**src/rtl/core/clms_ram.sv**
```systemverilog
// Generic single-port-write, one-read synchronous RAM with registered read.
module clms_ram #(
    parameter int WIDTH = 32,
    parameter int DEPTH = 32
) (
    input  logic                     clk,
    input  logic                     we,
    input  logic [$clog2(DEPTH)-1:0] waddr,
    input  logic [WIDTH-1:0]         wdata,
    input  logic [$clog2(DEPTH)-1:0] raddr,
    output logic [WIDTH-1:0]         rdata
);

    logic [WIDTH-1:0] mem [DEPTH];

    // Write port and registered read port.
    always_ff @(posedge clk)
    begin
        if (we)
        begin
            mem[waddr] <= wdata;
        end
        rdata <= mem[raddr];
    end

endmodule

```
**config.mk**
```make
export PLATFORM = sky130hd
export DESIGN_NAME = clms_ram
export DESIGN_NICKNAME = d
export VERILOG_FILES = /design/src/rtl/core/clms_ram.sv
export SDC_FILE = /design/constraint.sdc
export NUM_CORES = 1
export LEC_CHECK = 0
export ABC_AREA = 0
export BUFFER_PORTS_ARGS = -buffer_cell sky130_fd_sc_hd__buf_2
export CAP_MARGIN = 15
export CORE_AREA = 2 2 303 305
export CTS_BUF_LIST = sky130_fd_sc_hd__clkbuf_2 sky130_fd_sc_hd__clkbuf_4 sky130_fd_sc_hd__clkbuf_8
export DETAILED_ROUTE_END_ITERATION = 16
export DIE_AREA = 0 0 305 307
export GPL_TIMING_DRIVEN = 0
export SLEW_MARGIN = 40
export SYNTH_ARGS = -nofsm -noshare
export SYNTH_HDL_FRONTEND = slang
export SYNTH_SLANG_ARGS = --single-unit
```
**constraint.sdc**
```tcl
create_clock -name clk -period 7.23 [get_ports clk]
set_clock_uncertainty 0.15 [all_clocks]
set_input_delay 0.3615 -clock clk [delete_from_list [all_inputs] [get_ports clk]]
set_output_delay 0.3615 -clock clk [all_outputs]
set_load 0.02 [all_outputs]
```
== Word level (Yosys, flattened, before mapping) ==
Memory sizes are Yosys's and may differ from the RTL's. A register that Yosys moved wholly into a read port is not among the register bits.
Cells that the tools add are included.
Storage, ports and cells
  register bits: 0
  memory bits (writable): 1024
  input port bits: 44
  output and inout port bits: 32
  logic and storage cells: 3
  memories: 1
Cells by class
  mux-type cells: 2
Memory list
  mem: depth 32, bits a word 32, read ports 1, clocked after Yosys merged registers in 1, write ports 1, RTL line 14  | logic [WIDTH-1:0] mem [DEPTH];
Operators with widths (number)
  1-bit 2-to-1 mux: 2

== Longest topological paths before layout ==
  depth after elaboration: 2
  gate-level depth with buffers: 8
  mapped depth without buffers: 5

== Worst setup path after synthesis ==
No wires, ideal clock.
  path type: input to register
  start: input port waddr[1]
  end: memory mem[12][0], enable pin
  setup time: 421 ps
  arrival time: 2374 ps
  data required time: 6659 ps
  path slack: 4284 ps
  stages: 3
  buffers on the path: 1
  path through: or3b_2 clkbuf_1 nor2_1
RTL lines
  start, declared: RTL line 8  | input logic [$clog2(DEPTH)-1:0] waddr,
  end, declared: RTL line 14
Straight into the memory's write port.

==> results.json <==
{
  "outcome": "complete, no violations",
  "h-tree-depth": 4,
  "dp_slack_ns": 4.213,
  "synth_ff_type": "edfxtp_1",
  "tightest_slew_ns": 0.7867,
  "slew_violations": 0,
  "place_hpwl_um": 67440,
  "clock_path_buffers": 3,
  "drt_iter0_drc": 1975,
  "fin_ws_ns": 5.000,
  "nets": 2644,
  "synth_edf_count": 1024,
  "syn-num-nets": 2304,
  "post_cts_buffers": 0,
  "ys_async_sr_fraction_pct": 0,
  "crit_type": "input pin to register",
  "yosysWarningCount": 0,
  "drive_gt1_share_pct": 18.91,
  "yosys_register_bits": 1056,
  "yosysMostFrequentCell": "edfxtp_1",
  "hold_start": "raddr[3]",
  "finalWirelength_um": 99610,
  "insertion_delay_ns": 0.82,
  "final_cells": 3921,
  "power.leakage_nw": 16.82,
  "critPathLaunchType": "input pin",
  "path_clk_slew_ns": 0.06,
  "grt_max_degree": 33,
  "overflow": 0,
  "internal-power_mw": 9.750,
  "final-hold-violation-count": 0,
  "initial_utilization_pct": 44.64,
  "synth_top_area_cell": "edfxtp_1",
  "synth_area_leaders": "edfxtp_1, mux2i_1, a22oi_1, dfxtp_1, a22o_1",
  "vias_per_cell": 5.551,
  "grt_pass1_wl_um": 144300,
  "area_growth_pct": 17.76,
  "grt_pass1_vias": 22076,
  "cts_tree": "yes",
  "dr_total_vias": 21765,
  "ff2ff_path_depth": 5,
  "nFillCells": 7256,
  "slew_headroom_pct": 47.55,
  "cap_violations": 0,
  "ys_seq_area_share_pct": 77.54,
  "antenna_found_initial": 2,
  "crit_path_max_fanout": 10,
  "routabilityCongestion": 0.8242,
  "r2r_setup_slack_ns": 5.27,
  "cts_made_buffers": 166,
  "fmax_mhz": 448.3,
  "drt_first_pass_iters": 6,
  "core.rowCount": 111,
  "crit-reg2reg-launch": "mem[3][12]$_DFFE_PP_",
  "power_frac_comb_pct": 5.9,
  "worst_hold_path.endpoint": "rdata[31]$_DFF_P_",
  "die_h_um": 307,
  "port_buffers": 74,
  "synth_common_cells": "edfxtp_1, mux2i_1, nand2_1, nand3_1",
  "min_path_cells": 5,
  "timing.rr.end": "rdata[12]$_DFF_P_",
  "fin_crit_sh_pct": 30.85,
  "cts_root_buf": "clkbuf_8",
  "final.min_clock_period_ns": 2.230,
  "irDropWorstVdd_mv": 0.1398,
  "rsz0062_at_grt": "false",
  "syn_inst": 2260,
  "core_um2": 90690,
  "p_sw_mw": 2.811,
  "power_frac_clock_pct": 39.8,
  "crit_arrival_ns": 2.71,
  "wire_per_inst_um": 25.40,
  "setup_tns_ns": 0,
  "sw_frac_of_total_pct": 22.38,
  "ys_types": 25,
  "utilization_pct": 52.57,
  "drc": 0,
  "clkSinkCount": 1056,
  "syn_area_um2": 40490,
  "required_ns": 7.71,
  "synth_top_area_share_pct": 75.95,
  "setup_viol": 0,
  "p_per_area_nw_per_um2": 263.5,
  "finalPower_mw": 12.56,
  "avgSynthCellArea_um2": 17.91,
  "die_x_um": 305,
  "cp-end-kind": "register",
  "placed_cells": 3586,
  "hold_path.class": "input pin to register",
  "ant_nets": 0,
  "dieArea_um2": 93640,
  "p_seq_share_pct": 54.4,
  "grtUsageTotal_pct": 21.29,
  "io_pins": 76
}
[cell usage in the layout, fill, tap and decap left out, types with 17 or more instances in the layout]
cell and count:
buf_4 33, nor2_4 32, buf_6 17, clkbuf_4 51
a22o_1 64, buf_2 100, edfxtp_1 1024, nand2_1 98
buf_8 28, a22oi_1 96, a21oi_1 96, dfxtp_1 32
a31oi_1 32, clkbuf_8 176, dlygate4sd3_1 32, nor3_1 32
clkinv_1 40, buf_16 36, mux2i_1 512, nand3_1 97
clkbuf_1 44
[cell type report]
| type | count | area (um^2) | share of cell area (%) |
|---|---|---|---|
| Sequential cell | 1056 | 31390 | 65.84 |
| Multi-Input combinational cell | 1077 | 8587 | 18.01 |
| Clock buffer | 225 | 2790 | 5.853 |
| Timing Repair Buffer | 172 | 2125 | 4.456 |
| Tap cell | 1186 | 1484 | 3.113 |
| Buffer | 127 | 755.7 | 1.585 |
| Clock inverter | 77 | 540.5 | 1.134 |
| Antenna cell | 1 | 2.502 | 0.005249 |
[critical path, cell delays in order]
cell,delay [ns]
buf_2,0.13
nor2_1,0.14
buf_2,0.31
clkbuf_1,0.55
a22o_1,0.27
nor3_1,0.07
a31oi_1,0.54
nand3_1,0.32
[repair_timing]
item / in CTS / in global routing
gates resized for setup: 0 / 0
endpoints found under the hold margin: 1022 / 0
hold buffers: 32 / 0
endpoints found under the setup margin: 0 / 0
[logic make-up (layout without fill, tap and decap cells)]
group / after synthesis / after routing / share of synthesized area (%)
muxes: 512 / 512 / 12.66
buffers and inverters: 127 / 601 / 1.860
AOI/OAI and AO/OA: 288 / 288 / 4.846
DFF: 1056 / 1056 / 77.53
other: 0 / 1 / 0
and+or+nand+nor: 277 / 277 / 3.100
[worst max path at each step]
| stage | start | to | slack [ns] | cells after the start |
|---|---|---|---|---|
| after floorplan | waddr[1] | mem[12][0]$_DFFE_PP_ | 4.28 | 3 |
| after global placement | waddr[1] | mem[4][16]$_DFFE_PP_ | 2.54 | 4 |
| after detailed placement | raddr[1] | rdata[12]$_DFF_P_ | 4.21 | 8 |
| after CTS | raddr[1] | rdata[14]$_DFF_P_ | 5.14 | 8 |
| after global routing | raddr[1] | rdata[12]$_DFF_P_ | 4.99 | 8 |
| final | raddr[1] | rdata[12]$_DFF_P_ | 5.00 | 8 |
[routing by layer]
metal,wire length (um),GRT usage [%],up-vias
met4,2106,6.666,0
li1,-,-,9714
met3,5835,3.570,154
met2,49940,36.42,709
met1,41720,27.85,11188
met5,0,0,-
[registers in the layout, indices dropped and copies added (netlist names)]
name / cells
mem: 1024
rdata: 32
[stage by stage]
stage	hold slack, ns	area (um^2)
after floorplan	0.3104	40490
after global placement	0.4666	42340
after detailed placement	0.4642	44020
after CTS	0.07769	47670
after global routing	0.1499	47670
final	0.1427	47670
[power groups by stage]
| stage | Combinational, mW | Clock [mW] | Sequential [mW] |
|---|---|---|---|
| 2_1_floorplan | 0.352 | 0 | 6.99 |
| 3_3_place_gp | 0.684 | 0 | 6.96 |
| 3_5_place_dp | 0.727 | 0 | 6.96 |
| 4_1_cts | 0.742 | 5.09 | 6.83 |
| 5_1_grt | 0.785 | 5.36 | 6.83 |
| 6_report | 0.738 | 4.99 | 6.83 |
Power figures use the tool's default switching activity.
